[config.mk]
export PLATFORM = sky130hd
export DESIGN_NAME = prefix_varint32_stream_decoder_unit_flat
export DESIGN_NICKNAME = d
export VERILOG_FILES = /design/src/rtl/pvd_pkg.sv /design/src/rtl/pvd_stream_if.sv /design/src/rtl/pvd_in_reg.sv /design/src/rtl/pvd_step.sv /design/src/rtl/pvd_out_reg.sv /design/src/rtl/prefix_varint32_stream_decoder_unit.sv /design/src/flat_wrapper.sv
export SDC_FILE = /design/constraint.sdc
export NUM_CORES = 1
export LEC_CHECK = 0
export BUFFER_PORTS_ARGS = -buffer_cell sky130_fd_sc_hd__buf_2
export CAP_MARGIN = 20
export CORE_ASPECT_RATIO = 1.25
export CORE_UTILIZATION = 25
export DETAILED_ROUTE_END_ITERATION = 6
export SYNTH_ARGS = -nofsm -noshare
export SYNTH_HDL_FRONTEND = slang
export SYNTH_SLANG_ARGS = --single-unit
[constraint.sdc]
create_clock -name i_clk -period 4.3 [get_ports i_clk]
set_input_delay 0.43 -clock i_clk [delete_from_list [all_inputs] [get_ports i_clk]]
set_output_delay 0.43 -clock i_clk [all_outputs]
set_load 0.1 [all_outputs]
[src/rtl/pvd_pkg.sv]
// Shared types, constants and helpers for the prefix varint32 stream decoder.
package pvd_pkg;

    localparam int unsigned BYTE_W  = 8;
    localparam int unsigned VALUE_W = 32;
    localparam int unsigned COUNT_W = 3;

    localparam logic [BYTE_W-1:0] HDR_TWO  = 8'h80;
    localparam logic [BYTE_W-1:0] HDR_FOUR = 8'hC0;
    localparam logic [BYTE_W-1:0] HDR_FIVE = 8'hE0;

    typedef enum logic [1:0] {
        FORM_ONE  = 2'd0,
        FORM_TWO  = 2'd1,
        FORM_FOUR = 2'd2,
        FORM_FIVE = 2'd3
    } t_form;

    typedef struct packed {
        logic [BYTE_W-1:0] byte_in;
        logic              buffer_end;
    } t_item;

    typedef struct packed {
        logic [VALUE_W-1:0] value;
        logic [COUNT_W-1:0] bytes_used;
        logic               truncated;
    } t_result;

    // Total byte count of each form, header included.
    function automatic logic [COUNT_W-1:0] form_total(input t_form kind);
        logic [COUNT_W-1:0] total;
        unique case (kind)
            FORM_ONE:  total = 3'd1;
            FORM_TWO:  total = 3'd2;
            FORM_FOUR: total = 3'd4;
            FORM_FIVE: total = 3'd5;
            default:   total = 3'd1;
        endcase
        return total;
    endfunction

endpackage

[src/rtl/pvd_stream_if.sv]
// Valid/ready stream interfaces for the byte input and the decoded result output.
interface pvd_in_if;
    logic       valid;
    logic       ready;
    logic [7:0] byte_in;
    logic       buffer_end;

    modport source (output valid, output byte_in, output buffer_end, input ready);
    modport sink   (input valid, input byte_in, input buffer_end, output ready);
endinterface

interface pvd_out_if;
    logic        valid;
    logic        ready;
    logic [31:0] value;
    logic [2:0]  bytes_used;
    logic        truncated;

    modport source (output valid, output value, output bytes_used, output truncated,
                    input ready);
    modport sink   (input valid, input value, input bytes_used, input truncated,
                    output ready);
endinterface

[src/rtl/pvd_in_reg.sv]
// Input register stage: holds one accepted byte until the decode step takes it.
module pvd_in_reg (
    input  logic          i_clk,
    input  logic          i_rst_n,
    input  logic          i_valid,
    output logic          o_ready,
    input  pvd_pkg::t_item i_item,
    output logic          o_valid,
    input  logic          i_take,
    output pvd_pkg::t_item o_item
);
    import pvd_pkg::*;

    logic  r_valid;
    t_item r_item;
    logic  n_valid;

    assign o_ready = !r_valid || i_take;
    assign o_valid = r_valid;
    assign o_item  = r_item;

    always_comb begin
        n_valid = r_valid;
        if (o_ready) begin
            n_valid = i_valid;
        end
    end

    always_ff @(posedge i_clk) begin
        if (!i_rst_n) begin
            r_valid <= 1'b0;
        end else begin
            r_valid <= n_valid;
        end
    end

    always_ff @(posedge i_clk) begin
        if (o_ready && i_valid) begin
            r_item <= i_item;
        end
    end

endmodule

[src/rtl/pvd_step.sv]
// Decode step: value state plus the per-byte update and result formation.
module pvd_step (
    input  logic             i_clk,
    input  logic             i_rst_n,
    input  logic             i_valid,
    input  pvd_pkg::t_item   i_item,
    input  logic             i_out_free,
    output logic             o_take,
    output logic             o_res_valid,
    output pvd_pkg::t_result o_res
);
    import pvd_pkg::*;

    logic [COUNT_W-1:0] r_seen;
    t_form              r_form;
    logic [VALUE_W-1:0] r_acc;
    logic [COUNT_W-1:0] n_seen;
    t_form              n_form;
    logic [VALUE_W-1:0] n_acc;

    logic               emit;
    t_result            res;
    logic [COUNT_W-1:0] seen_inc;
    logic [COUNT_W-1:0] total;
    logic [VALUE_W-1:0] acc_shift;
    logic [BYTE_W-1:0]  b;

    assign b         = i_item.byte_in;
    assign acc_shift = {r_acc[VALUE_W-BYTE_W-1:0], b};
    assign seen_inc  = r_seen + 3'd1;
    assign total     = form_total(r_form);

    always_comb begin
        emit   = 1'b0;
        res    = '0;
        n_seen = r_seen;
        n_form = r_form;
        n_acc  = r_acc;
        if (r_seen == '0) begin
            if (b < HDR_TWO) begin
                emit           = 1'b1;
                res.value      = {{(VALUE_W-BYTE_W){1'b0}}, b};
                res.bytes_used = 3'd1;
            end else begin
                n_seen = 3'd1;
                if (b >= HDR_FIVE) begin
                    n_form = FORM_FIVE;
                    n_acc  = '0;
                end else if (b >= HDR_FOUR) begin
                    n_form = FORM_FOUR;
                    n_acc  = {{(VALUE_W-5){1'b0}}, b[4:0]};
                end else begin
                    n_form = FORM_TWO;
                    n_acc  = {{(VALUE_W-6){1'b0}}, b[5:0]};
                end
                if (i_item.buffer_end) begin
                    // cut two-byte form returns the header byte itself
                    emit           = 1'b1;
                    res.value      = (n_form == FORM_TWO) ?
                                     {{(VALUE_W-BYTE_W){1'b0}}, b} : '0;
                    res.bytes_used = 3'd1;
                    res.truncated  = 1'b1;
                end
            end
        end else begin
            n_seen = seen_inc;
            n_acc  = acc_shift;
            if (seen_inc >= total) begin
                emit           = 1'b1;
                res.value      = acc_shift;
                res.bytes_used = seen_inc;
            end else if (i_item.buffer_end) begin
                emit           = 1'b1;
                res.bytes_used = seen_inc;
                res.truncated  = 1'b1;
                // missing bytes count as zero
                case (total - seen_inc)
                    3'd1:    res.value = {acc_shift[VALUE_W-9:0], 8'h00};
                    3'd2:    res.value = {acc_shift[VALUE_W-17:0], 16'h0000};
                    3'd3:    res.value = {acc_shift[VALUE_W-25:0], 24'h000000};
                    default: res.value = acc_shift;
                endcase
            end
        end
        if (emit || i_item.buffer_end) begin
            n_seen = '0;
            n_form = FORM_ONE;
            n_acc  = '0;
        end
    end

    // A byte that gives no result never waits on the output side.
    assign o_take      = i_valid && (!emit || i_out_free);
    assign o_res_valid = o_take && emit;
    assign o_res       = res;

    always_ff @(posedge i_clk) begin
        if (!i_rst_n) begin
            r_seen <= '0;
            r_form <= FORM_ONE;
            r_acc  <= '0;
        end else if (o_take) begin
            r_seen <= n_seen;
            r_form <= n_form;
            r_acc  <= n_acc;
        end
    end

endmodule

[src/rtl/pvd_out_reg.sv]
// Result register: holds one decoded value until the receiver takes it.
module pvd_out_reg (
    input  logic             i_clk,
    input  logic             i_rst_n,
    input  logic             i_load,
    input  pvd_pkg::t_result i_res,
    input  logic             i_ready,
    output logic             o_free,
    output logic             o_valid,
    output pvd_pkg::t_result o_res
);
    import pvd_pkg::*;

    logic    r_valid;
    t_result r_res;
    logic    n_valid;

    assign o_free  = !r_valid || i_ready;
    assign o_valid = r_valid;
    assign o_res   = r_res;

    always_comb begin
        n_valid = r_valid;
        if (o_free) begin
            n_valid = i_load;
        end
    end

    always_ff @(posedge i_clk) begin
        if (!i_rst_n) begin
            r_valid <= 1'b0;
        end else begin
            r_valid <= n_valid;
        end
    end

    always_ff @(posedge i_clk) begin
        if (i_load) begin
            r_res <= i_res;
        end
    end

endmodule

[src/rtl/prefix_varint32_stream_decoder_unit.sv]
// Prefix-length varint32 stream decoder, top level.
//
// Usage:
//   i_in  : byte stream, one byte per transfer, buffer_end marks the last byte
//           of a buffer. A transfer happens on a clock edge with valid and ready high.
//   o_out : decoded values with their byte count and a truncation flag.
// Each byte enters an input register, the decode step updates the value
// state and forms at most one result, which lands in the output register.
// Throughput is one byte per cycle unless a result waits on a stalled o_out;
// a result passes from the input register through the decode step into the
// output register, which drives it on o_out.
// Bytes that give no result pass the decode step even while o_out stalls;
// a byte that gives a result waits in the input register until the output
// register is free, and only that wait drops i_in.ready.
// Reset (i_rst_n low, synchronous) empties both registers and returns the
// decoder to waiting for a header byte. A buffer that ends inside a value
// yields a partial result flagged truncated, and decoding restarts at a header.
module prefix_varint32_stream_decoder_unit (
    input  logic i_clk,
    input  logic i_rst_n,
    pvd_in_if.sink    i_in,
    pvd_out_if.source o_out
);
    import pvd_pkg::*;

    t_item   in_item;
    t_item   reg_item;
    logic    reg_valid;
    logic    take;
    logic    out_free;
    logic    res_valid;
    t_result res;
    t_result out_res;

    assign in_item.byte_in    = i_in.byte_in;
    assign in_item.buffer_end = i_in.buffer_end;

    pvd_in_reg u_in_reg (
        .i_clk   (i_clk),
        .i_rst_n (i_rst_n),
        .i_valid (i_in.valid),
        .o_ready (i_in.ready),
        .i_item  (in_item),
        .o_valid (reg_valid),
        .i_take  (take),
        .o_item  (reg_item)
    );

    pvd_step u_step (
        .i_clk       (i_clk),
        .i_rst_n     (i_rst_n),
        .i_valid     (reg_valid),
        .i_item      (reg_item),
        .i_out_free  (out_free),
        .o_take      (take),
        .o_res_valid (res_valid),
        .o_res       (res)
    );

    pvd_out_reg u_out_reg (
        .i_clk   (i_clk),
        .i_rst_n (i_rst_n),
        .i_load  (res_valid),
        .i_res   (res),
        .i_ready (o_out.ready),
        .o_free  (out_free),
        .o_valid (o_out.valid),
        .o_res   (out_res)
    );

    assign o_out.value      = out_res.value;
    assign o_out.bytes_used = out_res.bytes_used;
    assign o_out.truncated  = out_res.truncated;

endmodule

[src/flat_wrapper.sv]
// flat-port wrapper written by rule: the top's interface ports become plain ports
module prefix_varint32_stream_decoder_unit_flat import pvd_pkg::*;
  (i_clk, i_rst_n, i_in_valid, i_in_byte_in, i_in_buffer_end, i_in_ready, o_out_valid, o_out_value, o_out_bytes_used, o_out_truncated, o_out_ready);
  pvd_in_if i_in_i ();
  pvd_out_if o_out_i ();
  input  logic i_clk;
  input  logic i_rst_n;
  input wire logic [$bits(i_in_i.valid)-1:0] i_in_valid;
  input wire logic [$bits(i_in_i.byte_in)-1:0] i_in_byte_in;
  input wire logic [$bits(i_in_i.buffer_end)-1:0] i_in_buffer_end;
  output wire logic [$bits(i_in_i.ready)-1:0] i_in_ready;
  output wire logic [$bits(o_out_i.valid)-1:0] o_out_valid;
  output wire logic [$bits(o_out_i.value)-1:0] o_out_value;
  output wire logic [$bits(o_out_i.bytes_used)-1:0] o_out_bytes_used;
  output wire logic [$bits(o_out_i.truncated)-1:0] o_out_truncated;
  input wire logic [$bits(o_out_i.ready)-1:0] o_out_ready;
  assign i_in_i.valid = i_in_valid;
  assign i_in_i.byte_in = i_in_byte_in;
  assign i_in_i.buffer_end = i_in_buffer_end;
  assign i_in_ready = i_in_i.ready;
  assign o_out_valid = o_out_i.valid;
  assign o_out_value = o_out_i.value;
  assign o_out_bytes_used = o_out_i.bytes_used;
  assign o_out_truncated = o_out_i.truncated;
  assign o_out_i.ready = o_out_ready;
  prefix_varint32_stream_decoder_unit u_core (.i_clk(i_clk), .i_rst_n(i_rst_n), .i_in(i_in_i), .o_out(o_out_i));
endmodule
* Word level (Yosys, flattened, before mapping)
Cells that the tools add are included.
** Operators by class
- Shift operators :: 0
- $mul :: 0
- Order comparisons :: 4
- Bitwise operators :: 0
- Add/subtract/negate cells :: 2
- Equality and inequality tests :: 9
- Mux-type cells :: 29
- Divide/modulo/power cells :: 0
- Reduce and logical (&&, ||, !) cells :: 15
** Operator list (number)
- $pmux W32 S3 :: 1
- $mux W24 :: 3
- $mux W36 :: 2
- $mux W35 :: 2
- $ge A8 B8 Y1 const B :: 2
- $mux W2 :: 7
- $mux W12 :: 1
- $mux W6 :: 2
- $pmux W3 S4 :: 1
- $mux W3 :: 3
- $lt A8 B8 Y1 const B :: 1
- $mux W8 :: 1
- $eq A3 B2 Y1 const B :: 2
- $mux W1 :: 6
- $eq A2 B1 Y1 const B :: 2
- $eq A2 B2 Y1 const B :: 2
- $logic_or A1 B1 Y1 :: 4
- $add A3 B1 Y3 const B :: 1
- $eq A3 B1 Y1 const B :: 1
- $ge A3 B3 Y1 :: 1
- $logic_and A1 B1 Y1 :: 3
- $logic_not A1 Y1 :: 3
- $logic_not A3 Y1 :: 1
- $ne A3 B2 Y1 const B :: 1
- other kinds (6) :: 6
** Word-level totals
- Bits in read-only memories :: 0
- Bits in writable memories :: 0
- Memories kept :: 0
- Output and inout port bits :: 38
- Bits of input ports :: 13
- Bits in latches :: 0
- Word-level logic and storage cells :: 69
- Flip-flop bits (word level) :: 76

* Longest topological paths before layout
Gate-level depths: netlist (run 1).
- Depth in word-level cells :: 10
- Depth in mapped cells :: 11
- Depth with buffers taken out :: 10

* Hierarchy
A second synthesis (run 1) with hierarchy kept.
** Unflattened totals
- Cells, all modules :: 363
- Area total of the unflattened synthesis :: 3798.6 µm²
** Modules (own cells, without submodules)
- pvd_step :: area an instance 2341.0 µm², sequential area each 580.6 µm², times used 1, cells an instance 309
- pvd_out_reg :: area an instance 1129.8 µm², sequential area each 1101.1 µm², times used 1, cells an instance 40
- pvd_in_reg :: area an instance 327.8 µm², sequential area each 290.3 µm², times used 1, cells an instance 14

* Worst setup path after synthesis (run 1)
Ideal clock, no wire load.
- Path type :: reg2reg
- Start point :: register u_core.u_step.r_form[0]
- End point :: register u_core.u_out_reg.r_res (netlist bit u_core.u_out_reg.o_res[0]), enable pin
- Setup slack :: 0.326 ns
- Cell stages (with the launch flop) :: 9
- Clock period less this slack :: 3.974 ns
- Arrival :: 3.531 ns
- Data required time :: 3.857 ns
- Buffers on the path :: 0
- Setup time :: 0.443 ns
- Cell sequence :: dfxtp_1 inv_1 ha_1 nor2_1 inv_1 ha_1 a21oi_1 o21ai_0 a21oi_1
** Between the ends
- Word-level cells in the longest chain between the ends :: 9
- Elaborated cells between the ends (all ways) :: 12
- Classes of those cells :: 1 x order compare; 3 x eq/ne; 3 x mux; 5 x reduce/logical
** RTL lines
- start, declared :: line pvd_step.sv:15 : t_form r_form;
- start signal, assigned :: line pvd_step.sv:104 : r_form <= n_form;
- $eq A2 B2 Y1 (tied with other cells) :: line pvd_pkg.sv:33 : unique case (kind)
- $pmux W3 S4 (*) :: line pvd_pkg.sv:33
- $ge A3 B3 Y1 (*) :: line pvd_step.sv:68 : if (seen_inc >= total) begin
- $mux W1 (*) :: line pvd_step.sv:68
- $mux W1 (*) :: line pvd_step.sv:39 : if (r_seen == '0) begin
- $logic_not A1 Y1 :: line pvd_step.sv:93 : assign o_take = i_valid && (!emit || i_out_free);
- $logic_or A1 B1 Y1 :: line pvd_step.sv:93
- $logic_and A1 B1 Y1 :: line pvd_step.sv:93
- $logic_and A1 B1 Y1 (*) :: line pvd_step.sv:94 : assign o_res_valid = o_take && emit;
- via u_core.res_valid :: line prefix_varint32_stream_decoder_unit.sv:31 : logic res_valid;
- end signal, assigned :: line pvd_out_reg.sv:39 : r_res <= i_res;
- end, declared :: line pvd_out_reg.sv:15 : t_result r_res;
The timed path passes the listed nets; every way through them passes the cells marked *.
A chain may end at the register's enable or synchronous reset.

* Final worst setup path (run 1)
- Start point :: register u_core.u_step.r_form[0]
- End point :: output port i_in_ready
** Between the ends
- Word-level cells in the longest chain between the ends :: 9
- Elaborated cells between the ends (all ways) :: 12
- Classes of those cells :: 1 x order compare; 3 x eq/ne; 3 x mux; 5 x reduce/logical
** RTL lines
- $eq A2 B2 Y1 (tied with other cells) :: line pvd_pkg.sv:33
- $pmux W3 S4 (*) :: line pvd_pkg.sv:33
- $ge A3 B3 Y1 (*) :: line pvd_step.sv:68
- $mux W1 (*) :: line pvd_step.sv:68
- $mux W1 (*) :: line pvd_step.sv:39
- $logic_not A1 Y1 (*) :: line pvd_step.sv:93
- $logic_or A1 B1 Y1 (*) :: line pvd_step.sv:93
- $logic_and A1 B1 Y1 (*) :: line pvd_step.sv:93
- $logic_or A1 B1 Y1 (*) :: line pvd_in_reg.sv:18 : assign o_ready = !r_valid || i_take;
- end, declared :: line flat_wrapper.sv:11 : output wire logic [$bits(i_in_i.ready)-1:0] i_in_ready;
Every way passes the cells marked *; elsewhere a longest branch is shown, timed or not.

==> metrics.md, run 1 <==
| Metric | Value |
|---|---|
| Core utilization of the finished layout | 31.00% |
| GRT overflow | 0 |
| Pin count of the biggest net entering global routing | 38 |
| RSZ-0062 raised after global routing | false |
| Critical path endpoint category | primary output |
| Global-route wire length before repair | 13520 um |
| Critical-path top delay cell | buf_2 |
| Starting utilization of the core area | 25.74% |
| Length of the first detailed-routing pass in iterations | 4 |
| R2R cell count | 11 |
| Vias after detailed routing | between 2000 and 3000 |
| Antenna-violating nets left | 0 |
| Number of nets in the synthesized netlist | roughly 320 |
| Final sum of negative setup slack | 0 ps |
| Worst Setup Start Kind | flip-flop |
| VDD IR max | around 0.15 mV |
| Cells on Worst Hold Path | 1 |
| Number of global-route vias before repair | between 2000 and 3000 |
| CTS Root Cell | clkbuf_16 |
| DRT Wirelength | 8678 um |
| Area taken by multi-input logic gates | 1463 sq um |
| Global placer's final weighted congestion | approximately 0.85 |
| Number of flops mapped to enable cells by yosys | 45 |
| Layout overhead on the synthesized area | 20.43% |
| Yosys Warn Count | 0 |
| Die Y-Extent | 135.6 um |
| Critical R2R Capture | u_core.u_step.r_acc[16]$_SDFFE_PN0P_ |
| Initial DRC Count | 213 |
| Async SR Flop Fraction | 0% |
| Count of unresolved DRC violations after routing | 0 |
| Setup fix buffers added after clock tree synthesis | 0 |
| Resized Gates After CTS | 0 |
| Non-filler instance count after layout | roughly 530 |
| Port Buffer Count | 50 |
| # nets final | 368 |
| Max-capacitance violation count | 0 |
| FF-to-FF setup slack | about 940 ps |
| Overall Global Routing Usage | between 10% and 20% |
| Power density over the cells | about 440 nW/um^2 |
| Filler Cells Inserted | about 1400 |
| Depth of the CTS H-tree | 3 |
| Outcome | finished, final reports clean |
| Number of placed instances with taps included | 510 |
| Startpoint of the lowest-slack hold path | i_in_byte_in[6] |
| Reg-to-Reg Start | u_core.u_step.r_form[0]$_SDFFE_PN0P_ |
| Antenna violations before repair | 0 |
| Area taken by flip-flops and latches | approximately 2000 sq um |
| Ratio of cells with drive above 1 in the final layout | around 25% |
| Top-level I/O count | between 50 and 60 |
| Remaining max-slew budget at the tightest pin | 52.83% |
| Vias per std cell | 4.962 |
| Quantity of hold-fixing buffers added after cts | 0 |
| Cells along the critical path | inv_1 -> ha_1 -> nor2_1 -> inv_1 -> ha_1 -> and3_1 -> or3_4 -> nor3_1 -> or4_1 -> buf_2 |
| Total inserted antenna cells | 0 |
| Hpwl dp | 6208 um |
| Flops & latches, synth | 76 |
| WL/cell | 16.50 um |
| Path category of the worst min-delay check | in -> reg |
| Max Buffers Root-to-Sink | 2 |
| Clock tree from TritonCTS | built |
| Count of endpoints failing setup in the final report | 0 |
| Clock tree sinks | 76 |
| Die area | roughly 15000 sq um |
| Start-to-end type of the worst setup path | reg -> out |
| Data required time at the worst endpoint | between 3000 and 4000 ps |
| Hold path endpoint | u_core.u_in_reg.o_item[7]$_DFFE_PP_ |
| Worst clock skew | slightly below 9 ps |
| Area of the placeable core | between 10000 and 15000 sq um |
| Count of cell types in the netlist | 52 |
| Mean instance size in the synthesized netlist | between 10 and 15 sq um |
| Crit share post-route | 87.27% |
| Worst EP arrival | between 3000 and 4000 ps |
| Standard-cell row count | 48 |
| Final critical path time including I/O delays and setup | between 3000 and 4000 ps |
| Crit Path Max Fanout | 5 |
| Crit-path max cell delay | between 400 and 500 ps |
| FMAX | 266.5 MHz |
| Gate count after technology mapping | ~300 |
| Worst hold-check slack | roughly 260 ps |
| CTS Buf Count | 9 |
| Clock Pin Slew Worst Setup and Hold Paths | roughly 60 ps |
| Netlist area before placement | 3571 sq um |
| Origin of the worst setup path | u_core.u_step.r_form[0]$_SDFFE_PN0P_ |
| Total count of max-transition violations in the final report | 0 |
| Slew at the pin closest to its max-slew limit | around 700 ps |
| Width of the die | roughly 110 um |
| Leakage | about 1.6 nW |
| Sequential fraction of the synthesis area | around 55% |
| Clock insertion delay at the later pin of the skew report | about 340 ps |
| Most used flip-flop cell after synthesis | edfxtp_1 |
| Endpoints failing hold | 0 |
[placed cells by master (no fill, tap or decap), drive strengths merged, types with 2 or more instances in the layout]
master  Yosys  final
o21ai      19     19
edfxtp     45     45
nor3        7      7
a22o       50     50
nor2b       3      3
nor2        6      6
nor3b       3      3
o31ai       2      2
buf         7     57
nand2b      3      3
clkinv      0      4
nor4        5      5
and2        2      2
nand2      26     26
o21a        2      2
dfxtp      31     31
nand3       3      3
clkbuf     11     12
mux2i       8      8
ha          8      8
or3         2      2
a21oi       8      8
o22ai       5      5
inv        12     12
a21boi      7      7
o221ai      2      2
[cell families (layout without fill, tap and decap cells)]
kind of cell / after synthesis / after routing / share of synthesized area, %
AO/OA/AOI/OAI: 104 / 104 / 22.71
flip-flops: 76 / 76 / 55.22
AND/OR/NAND/NOR: 66 / 66 / 11.00
buffers and inverters: 30 / 85 / 4.134
adder cells (fa/ha/maj): 9 / 9 / 3.364
multiplexers: 8 / 8 / 2.243
XOR/XNOR: 3 / 3 / 1.332
[flip-flops by register name (all words and copies together) (netlist names)]
register / flops
u_core.u_out_reg.o_res: 36
u_core.u_in_reg.o_item: 9
u_core.u_step.r_acc: 24
u_core.u_out_reg.o_valid: 1
u_core.u_in_reg.o_valid: 1
u_core.u_step.r_seen: 3
u_core.u_step.r_form: 2
[report_power, final]
part / switching, mW / internal (mW) / total, mW
logic: 0.241 / 0.0658 / 0.307
clock network: 0.302 / 0.444 / 0.746
registers: 0.0197 / 0.800 / 0.820
total: 0.563 / 1.31 / 1.87
[worst max-delay path by stage]
stage	to	slack (ps)	cells after the start
2_1_floorplan	u_core.u_out_reg.o_res[0]$_DFFE_PP_	330	8
3_3_place_gp	i_in_ready	1020	10
3_5_place_dp	i_in_ready	930	10
4_1_cts	i_in_ready	540	10
5_1_grt	i_in_ready	300	10
6_report	i_in_ready	550	10
[cell type report]
cell class	count	share of cell area (%)
Tap cell	175	5.092
Clock inverter	4	0.7274
Sequential cell	76	45.85
Multi-Input combinational cell	190	34.01
Timing Repair Buffer	57	7.041
Clock buffer	12	6.226
Inverter	12	1.047
[metrics by stage]
step	cell area (sq um)	setup slack, ps	total power, mW
2_1_floorplan	3571	325.9	1.082
3_3_place_gp	4001	1022	1.141
3_5_place_dp	4001	926.5	1.143
4_1_cts	4300	536.7	1.889
5_1_grt	4300	296.6	1.933
6_report	4300	547.6	1.873
[metal layers]
metal	wire, um	GRT usage (%)	share of wire [%]
met1	3808	14.73	44
met2	4361	21.31	50
met3	312	2.501	3.6
met4	196	5.781	2.3
met5	0	0	0
[synth_stat cells (2+ instances only)]
| master | instances | area, sq um |
|---|---|---|
| a22o_1 | 50 | 437.9 |
| edfxtp_1 | 45 | 1351 |
| dfxtp_1 | 31 | 620.6 |
| nand2_1 | 26 | 97.59 |
| o21ai_0 | 19 | 95.09 |
| inv_1 | 12 | 45.04 |
| clkbuf_1 | 11 | 41.29 |
| ha_1 | 8 | 100.1 |
| mux2i_1 | 8 | 80.08 |
| a21boi_0 | 7 | 52.55 |
| a21oi_1 | 7 | 35.03 |
| nor2_1 | 6 | 22.52 |
| o22ai_1 | 5 | 31.28 |
| nor3_2 | 4 | 40.04 |
| buf_4 | 3 | 22.52 |
| buf_6 | 3 | 33.78 |
| nand2b_1 | 3 | 18.77 |
| nand3_1 | 3 | 15.01 |
| nor3_1 | 3 | 15.01 |
| nor3b_1 | 3 | 22.52 |
| nor4_1 | 3 | 18.77 |
| and2_1 | 2 | 12.51 |
| nor2b_1 | 2 | 12.51 |
| nor4_4 | 2 | 42.54 |
| o21a_1 | 2 | 15.01 |
| o221ai_1 | 2 | 17.52 |
[critical path, delay by kind of cell (launching register included)]
family                     cells  cell delay [ps]
and+or+nand+nor                5             1490
DFF                            1              370
buffers and inverters          3              590
adders and majority gates      2              540
(Power assumes the default switching activity.)
==> run 2, diff against run 1 <==
--- a/config.mk
+++ b/config.mk
@@ -7,9 +7,12 @@
 export LEC_CHECK = 0
 export BUFFER_PORTS_ARGS = -buffer_cell sky130_fd_sc_hd__buf_2
 export CAP_MARGIN = 20
+export CELL_PAD_IN_SITES_DETAIL_PLACEMENT = 1
+export CELL_PAD_IN_SITES_GLOBAL_PLACEMENT = 1
 export CORE_ASPECT_RATIO = 1.25
 export CORE_UTILIZATION = 25
 export DETAILED_ROUTE_END_ITERATION = 6
+export PLACE_DENSITY_LB_ADDON = 0.1
 export SYNTH_ARGS = -nofsm -noshare
 export SYNTH_HDL_FRONTEND = slang
 export SYNTH_SLANG_ARGS = --single-unit
==> run 2 against run 1 <==
Against the previous run:
- via count fell by 2.1%
- routed wire length grew 7.9%
- worst setup slack got worse by 12 ps
- cell count is 0.38% higher
- first-iteration DRC count fell by 58%
- fmax decreased by 0.32%
- die area unchanged
- sequential share of layout area shrank 0.71 points
- clock skew is 2.7 ps lower
- critical path type unchanged
- total power is 6.8% higher
- register-to-register slack improved by 80 ps
==> metrics.md, run 2 (synthesized netlist as in run 1, its figures left out) <==
| Metric | Value |
|---|---|
| VDD IR max | 0.1882 mV (was 0.1518 mV) |
| Port Buffer Count | 50 (unchanged) |
| Overall Global Routing Usage | 14.02% (was 12.44%) |
| Worst hold-check slack | 266.3 ps (was 264.2 ps) |
| Crit Path Max Fanout | 5 (unchanged) |
| DRT Wirelength | 9360 um (was 8678 um) |
| Worst clock skew | 6.020 ps (was 8.699 ps) |
| RSZ-0062 raised after global routing | false (unchanged) |
| Final sum of negative setup slack | 0 ps (unchanged) |
| Max-capacitance violation count | 0 (unchanged) |
| Starting utilization of the core area | 25.74% (unchanged) |
| Antenna violations before repair | 0 (unchanged) |
| Global-route wire length before repair | 15220 um (was 13520 um) |
| Crit share post-route | 87.54% (was 87.27%) |
| Area of the placeable core | 13870 sq um (unchanged) |
| Global placer's final weighted congestion | 0.7472 (was 0.8452) |
| Hold path endpoint | u_core.u_in_reg.o_item[5]$_DFFE_PP_ (was u_core.u_in_reg.o_item[7]$_DFFE_PP_) |
| Antenna-violating nets left | 0 (unchanged) |
| Standard-cell row count | 48 (unchanged) |
| Critical path endpoint category | primary output (unchanged) |
| Startpoint of the lowest-slack hold path | i_in_byte_in[4] (was i_in_byte_in[6]) |
| Endpoints failing hold | 0 (unchanged) |
| Filler Cells Inserted | 1531 (was 1403) |
| Ratio of cells with drive above 1 in the final layout | 24.93% (was 24.79%) |
| Start-to-end type of the worst setup path | reg -> out (unchanged) |
| # nets final | 370 (was 368) |
| Depth of the CTS H-tree | 3 (unchanged) |
| Pin count of the biggest net entering global routing | 26 (was 38) |
| Core utilization of the finished layout | 31.48% (was 31.00%) |
| Vias after detailed routing | 2554 (was 2610) |
| Width of the die | 108.9 um (unchanged) |
| Clock insertion delay at the later pin of the skew report | 340 ps (about the same) |
| Critical R2R Capture | u_core.u_out_reg.o_res[27]$_SDFFCE_PP0P_ (was u_core.u_step.r_acc[16]$_SDFFE_PN0P_) |
| Worst slack, placed | 890.9 ps (was 926.5 ps) |
| Power density over the cells | 457.8 nW/um^2 (was 435.5 nW/um^2) |
| Data required time at the worst endpoint | 3870 ps (about the same) |
| Number of global-route vias before repair | 2676 (was 2518) |
| WL/cell | 17.73 um (was 16.50 um) |
| Total inserted antenna cells | 0 (unchanged) |
| Remaining max-slew budget at the tightest pin | 50.82% (was 52.83%) |
| Initial DRC Count | 90 (was 213) |
| Clock tree from TritonCTS | built (unchanged) |
| Max Buffers Root-to-Sink | 2 (unchanged) |
| Top library cells by usage in the layout, fill and taps aside | a22o_1 (50), buf_2 (50), edfxtp_1 (45), dfxtp_1 (31), nand2_1 (26) (unchanged) |
| Total count of max-transition violations in the final report | 0 (unchanged) |
| Top-level I/O count | 51 (unchanged) |
| Area taken by multi-input logic gates | 1463 sq um (unchanged) |
| Clock Pin Slew Worst Setup and Hold Paths | 60 ps (about the same) |
| FF-to-FF setup slack | 1020 ps (was 940 ps) |
| Area taken by flip-flops and latches | 1972 sq um (unchanged) |
| Setup fix buffers added after clock tree synthesis | 0 (unchanged) |
| Hpwl dp | 6709 um (was 6208 um) |
| Worst Setup Start Kind | flip-flop (unchanged) |
| CTS Buf Count | 9 (unchanged) |
| Worst EP arrival | 3330 ps (was 3320 ps) |
| Slew at the pin closest to its max-slew limit | 730.0 ps (was 706.0 ps) |
| Outcome | finished, final reports clean (unchanged) |
| Cells on Worst Hold Path | 1 (unchanged) |
| Layout overhead on the synthesized area | 22.32% (was 20.43%) |
| Number of placed instances with taps included | 512 (was 510) |
| Leakage | 1.630 nW (was 1.603 nW) |
| Slack of the critical path | 535.6 ps (was 547.6 ps) |
| R2R cell count | 9 (was 11) |
| Resized Gates After CTS | 0 (unchanged) |
| Die Y-Extent | 135.6 um (unchanged) |
| Die area | 14770 sq um (unchanged) |
| FMAX | 265.6 MHz (was 266.5 MHz) |
| Length of the first detailed-routing pass in iterations | 4 (unchanged) |
| Vias per std cell | 4.837 (was 4.962) |
| Count of unresolved DRC violations after routing | 0 (unchanged) |
| Non-filler instance count after layout | 528 (was 526) |
| Clock tree sinks | 76 (unchanged) |
| Quantity of hold-fixing buffers added after cts | 0 (unchanged) |
| Path category of the worst min-delay check | in -> reg (unchanged) |
| Number of flip-flops under the largest register name | 36 (unchanged) |
| Final critical path time including I/O delays and setup | 3764 ps (was 3752 ps) |
| Reg-to-Reg Start | u_core.u_step.r_form[0]$_SDFFE_PN0P_ (unchanged) |
| CTS Root Cell | clkbuf_16 (unchanged) |
| Count of endpoints failing setup in the final report | 0 (unchanged) |
| GRT overflow | 0 (unchanged) |
## run 2: cell count changes in the layout (fill, tap and decap cells not counted)
cell        before  now
clkinv_4         3    0
clkinv_1         0    1
clkinvlp_4       0    1
buf_12           0    1
inv_6            0    1
buf_4            7    8
clkbuf_8         1    0
clkinv_2         1    0
clkbuf_16       10    9
bufinv_16        0    3
## run 2: area by class of cell
type	count	share of cell area, %
Multi-Input combinational cell	190	33.49
Clock buffer	10	5.242
Tap cell	175	5.013
Timing Repair Buffer	59	7.562
Clock inverter	6	2.521
Inverter	12	1.031
Sequential cell	76	45.14
## run 2: where the power goes
part	switching (mW)	internal, mW	total, mW
Combinational	0.246	0.0683	0.315
Clock	0.299	0.567	0.866
Sequential	0.0196	0.800	0.819
## run 2: critical path, stage by stage, from the launching register on
cell	delay (ps)
dfxtp_1	370
inv_1	60
ha_1	190
nor2_1	320
inv_1	90
ha_1	350
and3_1	220
or3_4	380
nor3_1	370
or4_1	220
buf_2	430
## run 2: per-layer routing
| layer | vias to the layer above | global-route usage, % | part of all wire, % |
|---|---|---|---|
| li1 | 1243 | - | - |
| met1 | 1256 | 17.92 | 46 |
| met5 | - | 0 | 0 |
| met3 | 12 | 3.030 | 2.9 |
| met4 | 0 | 6.156 | 2.2 |
| met2 | 43 | 22.50 | 49 |
## run 2: how the worst max path moves through the flow
stage,startpoint,to,slack [ps]
4_1_cts,u_core.u_step.r_form[0]$_SDFFE_PN0P_,i_in_ready,490
3_5_place_dp,u_core.u_step.r_form[0]$_SDFFE_PN0P_,i_in_ready,890
5_1_grt,u_core.u_step.r_form[0]$_SDFFE_PN0P_,i_in_ready,380
3_3_place_gp,u_core.u_step.r_form[0]$_SDFFE_PN0P_,i_in_ready,990
2_1_floorplan,u_core.u_step.r_form[0]$_SDFFE_PN0P_,u_core.u_out_reg.o_res[0]$_DFFE_PP_,330
6_report,u_core.u_step.r_form[0]$_SDFFE_PN0P_,i_in_ready,540
## run 2: per-stage QoR
stage	instance area [sq um]	power [mW]
after floorplan	3571	1.082
after global placement	4029	1.153
after detailed placement	4029	1.154
after CTS	4368	2.034
after global routing	4368	2.081
final	4368	2.000
